===== src/sv/msp_pkg.sv =====
// Shared types and constants for the geared motor speed controller.
// Holds mode, event and sequencer codes, register indexes and reset values.
// No dependencies.
package msp_pkg;

  // Default parameter values
  localparam int STALL_LIMIT_DEF = 25;
  localparam int DUTY_MAX_DEF    = 1023;

  // Fixed limits of the bridge output
  localparam int LEG_MAX        = 1023;
  localparam int MIN_DUTY_FLOOR = 25;    // Q.8, a tenth of one duty step

  // Item kinds carried in tuser
  localparam logic ACT_TICK = 1'b0;
  localparam logic ACT_CMD  = 1'b1;

  typedef enum logic [1:0] {
    RUN_STOP    = 2'd0,
    RUN_DRIVE   = 2'd1,
    RUN_BACKOFF = 2'd2
  } mode_t;

  typedef enum logic [1:0] {
    EV_NONE     = 2'd0,
    EV_TRIP     = 2'd1,
    EV_REV_DONE = 2'd2,
    EV_STALL    = 2'd3
  } evt_t;

  typedef enum logic [3:0] {
    ST_IDLE,
    ST_PRE,
    ST_TGT,
    ST_ERR,
    ST_INT,
    ST_PROP,
    ST_FIN,
    ST_DRV,
    ST_OUT
  } state_t;

  // Register indexes (byte address / 4)
  localparam logic [2:0] REG_RPM_PER_COUNT = 3'd0;
  localparam logic [2:0] REG_GEAR_DIV      = 3'd1;
  localparam logic [2:0] REG_FF_GAIN       = 3'd2;
  localparam logic [2:0] REG_PROP_GAIN     = 3'd3;
  localparam logic [2:0] REG_INTEG_GAIN_DT = 3'd4;
  localparam logic [2:0] REG_INTEG_CLAMP   = 3'd5;
  localparam logic [2:0] REG_CURRENT_LIMIT = 3'd6;
  localparam logic [2:0] REG_MIN_DUTY      = 3'd7;

  // Register reset values
  localparam logic [15:0] RST_RPM_PER_COUNT = 16'd12000;
  localparam logic [9:0]  RST_GEAR_DIV      = 10'd131;
  localparam logic [15:0] RST_FF_GAIN       = 16'd14899;
  localparam logic [15:0] RST_PROP_GAIN     = 16'd6554;
  localparam logic [15:0] RST_INTEG_GAIN_DT = 16'd655;
  localparam logic [17:0] RST_INTEG_CLAMP   = 18'd130944;
  localparam logic [14:0] RST_CURRENT_LIMIT = 15'd3500;
  localparam logic [9:0]  RST_MIN_DUTY      = 10'd150;

endpackage


===== src/sv/motor_speed_pi_autoreverse.sv =====
// Speed controller for a geared DC motor: feedforward plus PI with integral
// clamp, minimum duty, H-bridge leg steering, overcurrent auto-reverse, stall stop.
// Depends on msp_pkg.
//
// Usage:
//   s_axis carries one item per handshake: a speed command (tuser action = 1)
//   or a control tick (action = 0) with encoder delta and current sample.
//   m_axis returns exactly one result item per input item: both leg duties,
//   run mode, drive enable and an event code.
//   The APB port writes and reads the eight gain and limit registers; write
//   them only while no item is in flight.
// Sequencing:
//   A tick runs through one shared 34x17 multiplier five times under the
//   sequencer in PRE, TGT, ERR, INT and PROP, then passes FIN and DRV; its
//   result is registered from OUT, and the next item is taken only once the
//   sequencer is back in IDLE. Commands, ticks while disabled and ticks that
//   end a reverse go from PRE straight to OUT. The multiplier chain (measured
//   rpm, target, feedforward, integral, proportional products) lengthens a tick.
// Reset and stall:
//   rst (synchronous) restores register defaults, idles the drive and drops
//   any pending result. A result waits in the output register while the
//   receiver stalls; the next item is still taken, and its result holds in
//   the last sequencer step until the output register is free.
module motor_speed_pi_autoreverse #(
  parameter int STALL_LIMIT = msp_pkg::STALL_LIMIT_DEF,
  parameter int DUTY_MAX    = msp_pkg::DUTY_MAX_DEF
) (
  input  logic        clk,
  input  logic        rst,
  // input items
  input  logic        s_axis_tvalid,
  output logic        s_axis_tready,
  // [15:0] encoder_delta, [31:16] current_raw, [47:32] shaft_speed
  input  logic [47:0] s_axis_tdata,
  // [0] action, [1] current_valid
  input  logic [1:0]  s_axis_tuser,
  // result items
  output logic        m_axis_tvalid,
  input  logic        m_axis_tready,
  // [9:0] duty_a, [19:10] duty_b, [21:20] run_mode, [22] drive_on,
  // [24:23] event_code, [31:25] zero
  output logic [31:0] m_axis_tdata,
  // configuration
  input  logic        psel,
  input  logic        penable,
  input  logic        pwrite,
  input  logic [4:0]  paddr,
  input  logic [31:0] pwdata,
  output logic [31:0] prdata,
  output logic        pready
);

  localparam int CAP   = DUTY_MAX * 256;
  localparam int CAP_W = $clog2(CAP + 1);
  localparam int MAG_W = (CAP_W > 18) ? CAP_W : 18;
  localparam int SW    = CAP_W + 3;
  localparam int DW    = MAG_W - 7;
  localparam int STW   = $clog2(STALL_LIMIT + 2);

  // configuration registers
  logic [15:0] rpm_per_count;
  logic [9:0]  gear_div;
  logic [15:0] ff_gain;
  logic [15:0] prop_gain;
  logic [15:0] integ_gain_dt;
  logic [17:0] integ_clamp;
  logic [14:0] current_limit;
  logic [9:0]  min_duty;

  // controller state
  msp_pkg::state_t     state, state_next;
  msp_pkg::mode_t      mode;
  logic                enable;
  logic signed [15:0]  target_reg;
  logic signed [18:0]  integral;
  logic [15:0]         move_cnt;
  logic [15:0]         move_len;
  logic [15:0]         rev_cnt;
  logic [STW-1:0]      stall;
  logic [15:0]         latest_current;
  logic [9:0]          duty_a_reg;
  logic [9:0]          duty_b_reg;

  // latched item and datapath
  logic                action_in;
  logic signed [15:0]  delta_in;
  logic signed [15:0]  cur_raw_in;
  logic                cur_valid_in;
  logic signed [15:0]  target_in;
  logic signed [33:0]  mul_a;
  logic signed [16:0]  mul_b;
  logic signed [50:0]  prod;
  logic signed [31:0]  meas;
  logic signed [32:0]  err;
  logic signed [35:0]  ctl;
  msp_pkg::evt_t       event_r;

  // output register
  logic                out_valid;
  logic [9:0]          out_duty_a;
  logic [9:0]          out_duty_b;
  logic [1:0]          out_mode;
  logic                out_enable;
  logic [1:0]          out_event;

  // combinational helpers
  logic                in_fire;
  logic                cfg_we;
  logic                out_free;
  logic [15:0]         cur_abs;
  logic [15:0]         cur_new;
  logic [15:0]         move_inc;
  logic [15:0]         rev_inc;
  logic                trip;
  logic                rev_done;
  logic signed [15:0]  tgt_neg;
  msp_pkg::evt_t       pre_event;
  logic signed [34:0]  sh;
  logic signed [32:0]  err_next;
  logic signed [35:0]  isum;
  logic signed [35:0]  lim36;
  logic signed [18:0]  acc_c;
  logic signed [35:0]  fsum;
  logic signed [35:0]  cap36;
  logic signed [35:0]  ctl_clamp;
  logic signed [35:0]  ctl_abs;
  logic [CAP_W-1:0]    mag;
  logic                stall_cond;
  logic [STW-1:0]      stall_inc;
  logic                stall_stop;
  logic [MAG_W-1:0]    mag_ext;
  logic [MAG_W-1:0]    md_q8;
  logic [MAG_W-1:0]    m1;
  logic [MAG_W-1:0]    m2;
  logic [MAG_W:0]      rnd;
  logic [DW-1:0]       duty_full;
  logic [9:0]          duty;

  assign in_fire       = s_axis_tvalid && s_axis_tready;
  assign s_axis_tready = (state == msp_pkg::ST_IDLE);
  assign cfg_we        = psel && penable && pwrite && pready;
  assign pready        = 1'b1;
  assign out_free      = !out_valid || m_axis_tready;
  assign m_axis_tvalid = out_valid;
  assign m_axis_tdata  = {7'd0, out_event, out_enable, out_mode, out_duty_b, out_duty_a};

  // register read mux
  always_comb begin
    unique case (paddr[4:2])
      msp_pkg::REG_RPM_PER_COUNT: prdata = {16'd0, rpm_per_count};
      msp_pkg::REG_GEAR_DIV:      prdata = {22'd0, gear_div};
      msp_pkg::REG_FF_GAIN:       prdata = {16'd0, ff_gain};
      msp_pkg::REG_PROP_GAIN:     prdata = {16'd0, prop_gain};
      msp_pkg::REG_INTEG_GAIN_DT: prdata = {16'd0, integ_gain_dt};
      msp_pkg::REG_INTEG_CLAMP:   prdata = {14'd0, integ_clamp};
      msp_pkg::REG_CURRENT_LIMIT: prdata = {17'd0, current_limit};
      msp_pkg::REG_MIN_DUTY:      prdata = {22'd0, min_duty};
    endcase
  end

  // tick pre-step: current sample, counters, trip and reverse checks
  always_comb begin
    cur_abs  = cur_raw_in[15] ? 16'(-cur_raw_in) : cur_raw_in;
    cur_new  = cur_valid_in ? cur_abs : latest_current;
    move_inc = (move_cnt == 16'hFFFF) ? move_cnt : move_cnt + 16'd1;
    rev_inc  = (rev_cnt == 16'hFFFF) ? rev_cnt : rev_cnt + 16'd1;
    trip     = cur_new > {1'b0, current_limit};
    rev_done = rev_inc >= move_len;
    tgt_neg  = (target_reg == 16'sh8000) ? 16'sh7FFF : -target_reg;
    pre_event = msp_pkg::EV_NONE;
    if (action_in == msp_pkg::ACT_TICK && enable) begin
      if (mode == msp_pkg::RUN_DRIVE && trip) begin
        pre_event = msp_pkg::EV_TRIP;
      end else if (mode == msp_pkg::RUN_BACKOFF && rev_done) begin
        pre_event = msp_pkg::EV_REV_DONE;
      end
    end
  end

  // shared multiplier operand select
  always_comb begin
    unique case (state)
      msp_pkg::ST_PRE: begin
        mul_a = {{18{delta_in[15]}}, delta_in};
        mul_b = {1'b0, rpm_per_count};
      end
      msp_pkg::ST_TGT: begin
        mul_a = {{18{target_reg[15]}}, target_reg};
        mul_b = {7'd0, gear_div};
      end
      msp_pkg::ST_ERR: begin
        mul_a = {{8{prod[25]}}, prod[25:0]};
        mul_b = {1'b0, ff_gain};
      end
      msp_pkg::ST_INT: begin
        mul_a = {err[32], err};
        mul_b = {1'b0, integ_gain_dt};
      end
      msp_pkg::ST_PROP: begin
        mul_a = {err[32], err};
        mul_b = {1'b0, prop_gain};
      end
      default: begin
        mul_a = '0;
        mul_b = '0;
      end
    endcase
  end

  // control law arithmetic around the product register
  always_comb begin
    sh       = prod[50:16];
    err_next = {{7{prod[25]}}, prod[25:0]} - {meas[31], meas};
    // integral with clamp
    isum  = {{17{integral[18]}}, integral} + {sh[34], sh};
    lim36 = {18'd0, integ_clamp};
    if (isum > lim36) begin
      acc_c = lim36[18:0];
    end else if (isum < -lim36) begin
      acc_c = 19'(-lim36);
    end else begin
      acc_c = isum[18:0];
    end
    // output clamp
    fsum  = ctl + {sh[34], sh};
    cap36 = 36'(CAP);
    if (fsum > cap36) begin
      ctl_clamp = cap36;
    end else if (fsum < -cap36) begin
      ctl_clamp = -cap36;
    end else begin
      ctl_clamp = fsum;
    end
    // stall detection
    ctl_abs    = ctl[35] ? -ctl : ctl;
    mag        = ctl_abs[CAP_W-1:0];
    stall_cond = (SW'(mag) * SW'(5) > SW'(CAP)) && (meas > -32'sd256) && (meas < 32'sd256);
    stall_inc  = (stall > STW'(STALL_LIMIT)) ? stall : stall + STW'(1);
    stall_stop = stall_inc > STW'(STALL_LIMIT);
    // minimum duty, cap and rounding
    mag_ext = MAG_W'(mag);
    md_q8   = MAG_W'({min_duty, 8'd0});
    m1      = (mag_ext > MAG_W'(msp_pkg::MIN_DUTY_FLOOR) && mag_ext < md_q8) ? md_q8 : mag_ext;
    m2      = (m1 > MAG_W'(CAP)) ? MAG_W'(CAP) : m1;
    rnd     = {1'b0, m2} + (MAG_W + 1)'(128);
    duty_full = rnd[MAG_W:8];
    duty    = (duty_full > DW'(msp_pkg::LEG_MAX)) ? 10'(msp_pkg::LEG_MAX) : duty_full[9:0];
  end

  // sequencer state register
  always_ff @(posedge clk) begin
    if (rst) begin
      state <= msp_pkg::ST_IDLE;
    end else begin
      state <= state_next;
    end
  end

  // sequencer next state
  always_comb begin
    state_next = state;
    unique case (state)
      msp_pkg::ST_IDLE: begin
        if (in_fire) begin
          state_next = msp_pkg::ST_PRE;
        end
      end
      msp_pkg::ST_PRE: begin
        if (action_in == msp_pkg::ACT_CMD || !enable ||
            (mode == msp_pkg::RUN_BACKOFF && rev_done)) begin
          state_next = msp_pkg::ST_OUT;
        end else begin
          state_next = msp_pkg::ST_TGT;
        end
      end
      msp_pkg::ST_TGT:  state_next = msp_pkg::ST_ERR;
      msp_pkg::ST_ERR:  state_next = msp_pkg::ST_INT;
      msp_pkg::ST_INT:  state_next = msp_pkg::ST_PROP;
      msp_pkg::ST_PROP: state_next = msp_pkg::ST_FIN;
      msp_pkg::ST_FIN:  state_next = msp_pkg::ST_DRV;
      msp_pkg::ST_DRV:  state_next = msp_pkg::ST_OUT;
      msp_pkg::ST_OUT: begin
        if (out_free) begin
          state_next = msp_pkg::ST_IDLE;
        end
      end
      default: state_next = msp_pkg::ST_IDLE;
    endcase
  end

  // configuration registers
  always_ff @(posedge clk) begin
    if (rst) begin
      rpm_per_count <= msp_pkg::RST_RPM_PER_COUNT;
      gear_div      <= msp_pkg::RST_GEAR_DIV;
      ff_gain       <= msp_pkg::RST_FF_GAIN;
      prop_gain     <= msp_pkg::RST_PROP_GAIN;
      integ_gain_dt <= msp_pkg::RST_INTEG_GAIN_DT;
      integ_clamp   <= msp_pkg::RST_INTEG_CLAMP;
      current_limit <= msp_pkg::RST_CURRENT_LIMIT;
      min_duty      <= msp_pkg::RST_MIN_DUTY;
    end else if (cfg_we) begin
      unique case (paddr[4:2])
        msp_pkg::REG_RPM_PER_COUNT: rpm_per_count <= pwdata[15:0];
        msp_pkg::REG_GEAR_DIV:      gear_div      <= pwdata[9:0];
        msp_pkg::REG_FF_GAIN:       ff_gain       <= pwdata[15:0];
        msp_pkg::REG_PROP_GAIN:     prop_gain     <= pwdata[15:0];
        msp_pkg::REG_INTEG_GAIN_DT: integ_gain_dt <= pwdata[15:0];
        msp_pkg::REG_INTEG_CLAMP:   integ_clamp   <= pwdata[17:0];
        msp_pkg::REG_CURRENT_LIMIT: current_limit <= pwdata[14:0];
        msp_pkg::REG_MIN_DUTY:      min_duty      <= pwdata[9:0];
      endcase
    end
  end

  // controller state updates
  always_ff @(posedge clk) begin
    if (rst) begin
      mode           <= msp_pkg::RUN_STOP;
      enable         <= 1'b0;
      target_reg     <= '0;
      integral       <= '0;
      move_cnt       <= '0;
      move_len       <= '0;
      rev_cnt        <= '0;
      stall          <= '0;
      latest_current <= '0;
      duty_a_reg     <= '0;
      duty_b_reg     <= '0;
      out_valid      <= 1'b0;
    end else begin
      unique case (state)
        msp_pkg::ST_PRE: begin
          if (action_in == msp_pkg::ACT_CMD) begin
            // speed command: ignore nonzero targets while reversing
            if (!(mode == msp_pkg::RUN_BACKOFF && target_in != 16'sd0)) begin
              if (target_in == 16'sd0) begin
                target_reg <= '0;
                enable     <= 1'b0;
                mode       <= msp_pkg::RUN_STOP;
              end else begin
                target_reg <= target_in;
                if (!enable || mode == msp_pkg::RUN_STOP) begin
                  move_cnt <= '0;
                  mode     <= msp_pkg::RUN_DRIVE;
                end
                enable <= 1'b1;
              end
            end
          end else begin
            if (cur_valid_in) begin
              latest_current <= cur_abs;
            end
            if (!enable) begin
              integral   <= '0;
              stall      <= '0;
              duty_a_reg <= '0;
              duty_b_reg <= '0;
            end else if (mode == msp_pkg::RUN_DRIVE) begin
              move_cnt <= move_inc;
              // overcurrent: flip the target and reverse for the move length
              if (trip) begin
                move_len   <= move_inc;
                mode       <= msp_pkg::RUN_BACKOFF;
                target_reg <= tgt_neg;
                rev_cnt    <= '0;
                integral   <= '0;
              end
            end else if (mode == msp_pkg::RUN_BACKOFF) begin
              rev_cnt <= rev_inc;
              if (rev_done) begin
                target_reg <= '0;
                enable     <= 1'b0;
                mode       <= msp_pkg::RUN_STOP;
                integral   <= '0;
                duty_a_reg <= '0;
                duty_b_reg <= '0;
              end
            end
          end
        end
        msp_pkg::ST_PROP: begin
          integral <= acc_c;
        end
        msp_pkg::ST_DRV: begin
          if (stall_cond) begin
            stall <= stall_inc;
          end else begin
            stall <= '0;
          end
          if (stall_cond && stall_stop) begin
            target_reg <= '0;
            enable     <= 1'b0;
            mode       <= msp_pkg::RUN_STOP;
            integral   <= '0;
            duty_a_reg <= '0;
            duty_b_reg <= '0;
          end else if (ctl[35]) begin
            duty_a_reg <= '0;
            duty_b_reg <= duty;
          end else begin
            duty_a_reg <= duty;
            duty_b_reg <= '0;
          end
        end
        default: begin
        end
      endcase
      // output register handshake
      if (state == msp_pkg::ST_OUT && out_free) begin
        out_valid <= 1'b1;
      end else if (m_axis_tready) begin
        out_valid <= 1'b0;
      end
    end
  end

  // item latch, datapath and result payload
  always_ff @(posedge clk) begin
    prod <= mul_a * mul_b;
    if (in_fire) begin
      action_in    <= s_axis_tuser[0];
      cur_valid_in <= s_axis_tuser[1];
      delta_in     <= s_axis_tdata[15:0];
      cur_raw_in   <= s_axis_tdata[31:16];
      target_in    <= s_axis_tdata[47:32];
    end
    unique case (state)
      msp_pkg::ST_PRE:  event_r <= pre_event;
      msp_pkg::ST_TGT:  meas    <= prod[31:0];
      msp_pkg::ST_ERR:  err     <= err_next;
      msp_pkg::ST_INT:  ctl     <= {sh[34], sh};
      msp_pkg::ST_PROP: ctl     <= ctl + {{17{acc_c[18]}}, acc_c};
      msp_pkg::ST_FIN:  ctl     <= ctl_clamp;
      msp_pkg::ST_DRV: begin
        if (stall_cond && stall_stop) begin
          event_r <= msp_pkg::EV_STALL;
        end
      end
      default: begin
      end
    endcase
    if (state == msp_pkg::ST_OUT && out_free) begin
      out_duty_a <= duty_a_reg;
      out_duty_b <= duty_b_reg;
      out_mode   <= mode;
      out_enable <= enable;
      out_event  <= event_r;
    end
  end

endmodule


===== config.mk =====
export PLATFORM = sky130hd
export DESIGN_NAME = motor_speed_pi_autoreverse
export DESIGN_NICKNAME = d
export VERILOG_FILES = /design/src/sv/msp_pkg.sv /design/src/sv/motor_speed_pi_autoreverse.sv
export SDC_FILE = /design/constraint.sdc
export NUM_CORES = 2
export LEC_CHECK = 0
export BUFFER_PORTS_ARGS = -buffer_cell sky130_fd_sc_hd__buf_2
export CAP_MARGIN = 15
export CORE_MARGIN = 2
export CORE_UTILIZATION = 50
export CTS_CLUSTER_SIZE = 16
export DETAILED_ROUTE_END_ITERATION = 10
export GPL_TIMING_DRIVEN = 0
export PLACE_DENSITY = 0.66
export SYNTH_ARGS = -nofsm -noshare
export SYNTH_HDL_FRONTEND = slang
export SYNTH_SLANG_ARGS = --single-unit
export TNS_END_PERCENT = 20

===== constraint.sdc =====
create_clock -name clk -period 21.2 [get_ports clk]
set_clock_uncertainty 0.1 [all_clocks]
set_input_delay 3.18 -clock clk [delete_from_list [all_inputs] [get_ports clk]]
set_output_delay 3.18 -clock clk [all_outputs]
set_load 0.005 [all_outputs]

# Yosys cells after proc, flatten, opt, wreduce, memory -nomap -nowiden
# Index checks and enable logic that the tools add are counted.
op_classes:
  mux: 91
  n_lt_le_gt_ge: 15
  n_reduce_logical: 51
  n_mul: 2
  bitwise_logic: 1
  eq_ne: 41
  add_sub_neg: 12
ops:
  columns: ["cell", "count"]
  rows:
  - ["two-way mux 16 bit", 23]
  - ["one-hot mux 32 bit (8 select lines)", 1]
  - ["two-way mux 19 bit", 9]
  - ["one-hot mux 34 bit (4 select lines)", 1]
  - ["one-hot mux 36 bit (3 select lines)", 1]
  - ["two-way mux 10 bit", 10]
  - ["one-hot mux 16 bit (5 select lines)", 1]
  - ["adder 36 bit", 2]
  - ["two-way mux 36 bit", 2]
  - ["one-hot mux 19 bit (3 select lines)", 1]
  - ["two-way mux 18 bit", 3]
  - ["multiplier 34 x 17 -> 51 bit", 1]
  - ["== test 16 bit (second input constant)", 3]
  - ["one-hot mux 10 bit (2 select lines)", 2]
  - ["adder 19 x 35 -> 36 bit", 1]
  - ["> comparator 36 x 19 -> 1 bit", 1]
  - ["> comparator 36 x 19 -> 1 bit (second input constant)", 1]
  - ["< comparator 36 x 19 -> 1 bit (second input constant)", 1]
  - ["< comparator 36 bit", 1]
  - ["negation 18 -> 36 bit", 1]
  - ["one-hot mux 4 bit (9 select lines)", 1]
  - ["subtractor 26 x 32 -> 33 bit", 1]
  - ["adder 16 x 1 -> 16 bit (second input constant)", 2]
  - ["> comparator 32 x 9 -> 1 bit (second input constant)", 1]
  - ["53 further kinds", 142]
word_totals:
  out_inout_bits: 67
  inputBits: 94
  reg_bits: 478
  wordCells: 249

# Longest topological paths before layout
depth:
  word_depth: 13
  depth_mapped: 39
  ltp_nobuf: 37

# Worst setup path before layout
# OpenSTA, ideal clock, no wires.
synth_timing:
  kind: "register to register"
  startpoint: "register state[1]"
  endpoint: "register prod[47]"
  arrival_time_ps: 8950
  setup_ps: 72
  n_path_buf: 4
  period_less_slack_ps: 9122
  required_time_ps: 21028
  setup_slack_ps: 12078
  path_stages_with_launch: 34
  path_cell_list: "dfxtp_1 > clkbuf_1 > nor2b_1 > and2_1 > clkbuf_1 > buf_1 > a22oi_1 > nand2_1 > clkbuf_1 > nand2_1 > fa_1 > inv_1 > fa_1 > inv_1 > fa_1 > fa_1 > inv_1 > fa_1 > fa_1 > ha_1 > o21a_1 > o21a_1 > o21a_1 > o21ai_0 > o32ai_1 > o21ai_0 > a41o_1 > o311a_1 > o21ai_0 > a41oi_1 > a21oi_1 > a2111oi_0 > nor3_1 > xor2_1"
synth_between:
  elab_chain_len: 4
  word_cells_on_any_way: 9
  cone_classes: "1 x mul; 5 x eq/ne; 2 x mux; 1 x reduce/logical"
synth_lines:
  columns: ["item", "line_no", "rtl"]
  rows:
  - ["from (decl)", "motor_speed_pi_autoreverse.sv:71", "msp_pkg::state_t state, state_next;"]
  - ["from (signal assigned)", "motor_speed_pi_autoreverse.sv:253", "state <= msp_pkg::ST_IDLE;"]
  - ["from (signal assigned)", "motor_speed_pi_autoreverse.sv:255", "state <= state_next;"]
  - ["== test 4 x 3 -> 1 bit", "motor_speed_pi_autoreverse.sv:182", "unique case (state)"]
  - ["OR reduction 2 bit (no line)", null, null]
  - ["one-hot mux 34 bit (4 select lines)", "motor_speed_pi_autoreverse.sv:182", null]
  - ["multiplier 34 x 17 -> 51 bit *", "motor_speed_pi_autoreverse.sv:420", "prod <= mul_a * mul_b;"]
  - ["to (signal assigned)", "motor_speed_pi_autoreverse.sv:420", null]
  - ["to (decl)", "motor_speed_pi_autoreverse.sv:92", "logic signed [50:0] prod;"]
# Every way passes the cells marked *; elsewhere a longest branch is shown, timed or not.
# A chain may end at the register's enable or synchronous reset.

# Final worst setup path
layout_timing:
  startpoint: "register state[1]"
  endpoint: "register prod[49]"
# The elaborated chain is that of the path after synthesis.

==> impl_metrics.py <==
metrics = {
    "sta": {
        "slew_headroom_pct": 22.0,
        "rsz0062_at_grt": "no",
        "setup-tns-final_ns": 0,
        "finalCriticalPeriod_ns": 11.42,
        "timing_hold_violations_final": 0,
        "drv_slew": 0,
        "fmax_mhz": 87.5,
        "period_share_pct": 53.9,
        "worstMarginPinSlew_ns": 1.17,
        "setup-violations-final": 0,
    },
    "routing": {
        "vias": 44100,
        "drt_wl_total_mm": 163,
        "routedWlPerCell_um": 21.9,
        "drt-pass1-iter-count": 8,
        "detail_route.vias_per_cell": 5.92,
        "drc": 0,
        "drtAntennaViolNets": 0,
        "drtIter0Drc": 4164,
    },
    "power_and_ir_drop": {
        "p_leak_nw": 23.3,
        "p_per_area_nw_per_um2": 60.6,
        "peakVddDrop_mv": 0.0575,
    },
    "global_route": {
        "use_met1_pct": 43.9,
        "grt_pass1_vias": 42200,
        "grt_max_degree": 42,
        "met2_usage_pct": 49.6,
        "use_met3_pct": 5.28,
        "grt_pass1_wl_mm": 250,
        "busiest_layer": "met2",
        "grt_usage_pct": 31.4,
        "antenna_found_initial": 4,
        "grt-ovfl-total": 0,
    },
    "clock_network": {
        "cts_resized": 0,
        "postCtsSetupBuffers": 0,
        "cts.htree.levels": 2,
        "clockBufferDepth": 3,
        "cts_hold_buf": 0,
        "cts_buffers": 51,
        "cts_tree": "built",
        "root_buffer": "clkbuf_16",
        "clk_pin_slew_worst_paths_ns": 0.06,
        "cts_sinks": 478,
        "clkLatencyLatePin_ns": 0.65,
    },
    "worst_setup_path": {
        "cp_slowest_stage_delay_ns": 0.63,
        "crit_arrival_ns": 11.82,
        "start_kind": "flip-flop",
        "critPathSlowestCell": "clkbuf_1",
        "path_common_cell": "fa_1",
        "crit_type": "reg -> reg",
        "cp_max_fo": 10,
        "required_ns": 21.60,
        "end_kind": "flip-flop",
    },
    "yosys": {
        "synth_edf_count": 178,
        "ys_ff_latch": 478,
        "ys_types": 102,
        "synth_top_cell_by_area": "fa_1",
        "synthTopCellsByArea": "fa_1 (20%), dfxtp_1 (12%), edfxtp_1 (11%), ha_1 (9.4%), nand2_1 (6.4%)",
        "synth_warnings": 0,
        "synth_common_cells": "nand2_1 (852), inv_1 (742), fa_1 (512), nor2_1 (497), a21oi_1 (395)",
        "yosysTopAreaCellShare_pct": 20.5,
        "synthFlopType": "dfxtp_1",
        "syn_area_um2": 50100,
        "synth_cells": 5914,
        "avgSynthCellArea_um2": 8.47,
        "yosysMostFrequentCell": "nand2_1",
        "async_flop_share_pct": 0,
        "ys_seq_area_share_pct": 22.7,
    },
    "floorplan": {
        "core_um2": 99700,
        "die_x_um": 321,
        "dieArea_um2": 103000,
        "num_rows": 116,
        "ioPinCount": 161,
        "start_util_pct": 50.3,
        "dieHeight_um": 321,
    },
    "layout": {
        "antenna_cells": 0,
        "synthToLayoutAreaGrowth_pct": 8.50,
        "fin_nets": 7090,
        "largest_registers": "prod: 51 flops, ctl: 36 flops, err: 33 flops",
        "largest_reg_flops": 51,
        "fin_util_pct": 54.5,
        "drive_gt1_share_pct": 5.19,
        "fin_area_um2": 54400,
        "largest_register": "prod",
    },
    "run": {
        "maxCapViolCount": 0,
    },
    "placement": {
        "io_buffers": 110,
        "globalplace.congestion": 0.977,
        "dp_hpwl_mm": 133,
        "placed_area_um2": 52500,
    },
    "run_status": {
        "status": "finished, final reports clean",
    },
    "min_path": {
        "min_path_type": "reg -> reg",
    },
}
==> power by group <==
group	switching (mW)	total [mW]	internal, mW
registers	0.0872	1.10	1.02
logic	0.758	1.20	0.441
clock network	0.413	0.994	0.581
==> kinds of logic (layout without fill, tap and decap cells) <==
family,count (synthesis),count (layout),share of synthesized area (%)
xor+xnor,242,242,4.23
fa+ha+maj,890,890,29.9
flops,478,478,22.7
buf+inv,1031,1246,8.10
other cells,2,22,0.0150
compound gates,1265,1265,16.7
mux,47,47,1.04
simple gates,1959,1959,17.4
==> metrics by stage <==
stage	setup slack, ns	instances	total power, mW	hold slack [ns]
floorplan	12.08	5934	1.93	0.300
global placement	9.24	7342	2.28	0.315
global route	9.21	7447	3.48	0.342
finish	9.78	7447	3.30	0.328
CTS	9.90	7445	3.29	0.331
detailed placement	9.96	7349	2.29	0.316
==> worst max-delay path: cells and delay by family (launching register included) <==
family / cells / cell delay [ns]
AO/OA/AOI/OAI: 13 / 3.30
flip-flops: 1 / 0.34
buffers and inverters: 7 / 2.12
adder cells (fa/ha/maj): 7 / 3.44
AND/OR/NAND/NOR: 5 / 1.94
==> layer usage <==
| metal | part of all wire (%) | vias to the layer above | wire length [µm] |
|---|---|---|---|
| met3 | 9.1 | 252 | 14800 |
| li1 | - | 20400 | - |
| met4 | 3.5 | 4 | 5670 |
| met5 | 0.014 | - | 23 |
| met2 | 45 | 1946 | 72900 |
| met1 | 43 | 21400 | 69500 |
==> cells in the final DEF, fill, tap and decap left out, drive strengths merged, types with 57 or more instances in the layout <==
master	instances
xnor2	160
a21o	104
inv	748
dfxtp	300
nand3	137
nor3	100
and2	57
edfxtp	178
buf	166
xor2	82
o21ai	202
nand2	853
fa	512
a21oi	398
nor2	497
clkbuf	303
ha	378
a22oi	93
==> area by class of cell <==
class / count / area, µm²
fill: 9368 / 45300
clock inverter: 31 / 419
multi-input combinational: 4425 / 34800
clock buffer: 65 / 1430
buffer: 286 / 1250
timing repair buffer: 119 / 668
sequential: 478 / 11400
inverter: 745 / 2810
tap: 1298 / 1620
==> final timing paths <==
kind,slack (ns),cells after the start,start,to
max,9.78,32,state[1],prod[49]
min,0.33,0,duty_b_reg[2],out_duty_b[2]
max reg2reg,9.78,32,state[1],prod[49]
min reg2reg,0.33,0,duty_b_reg[2],out_duty_b[2]
No activity file was read; power rests on OpenSTA's default activity.
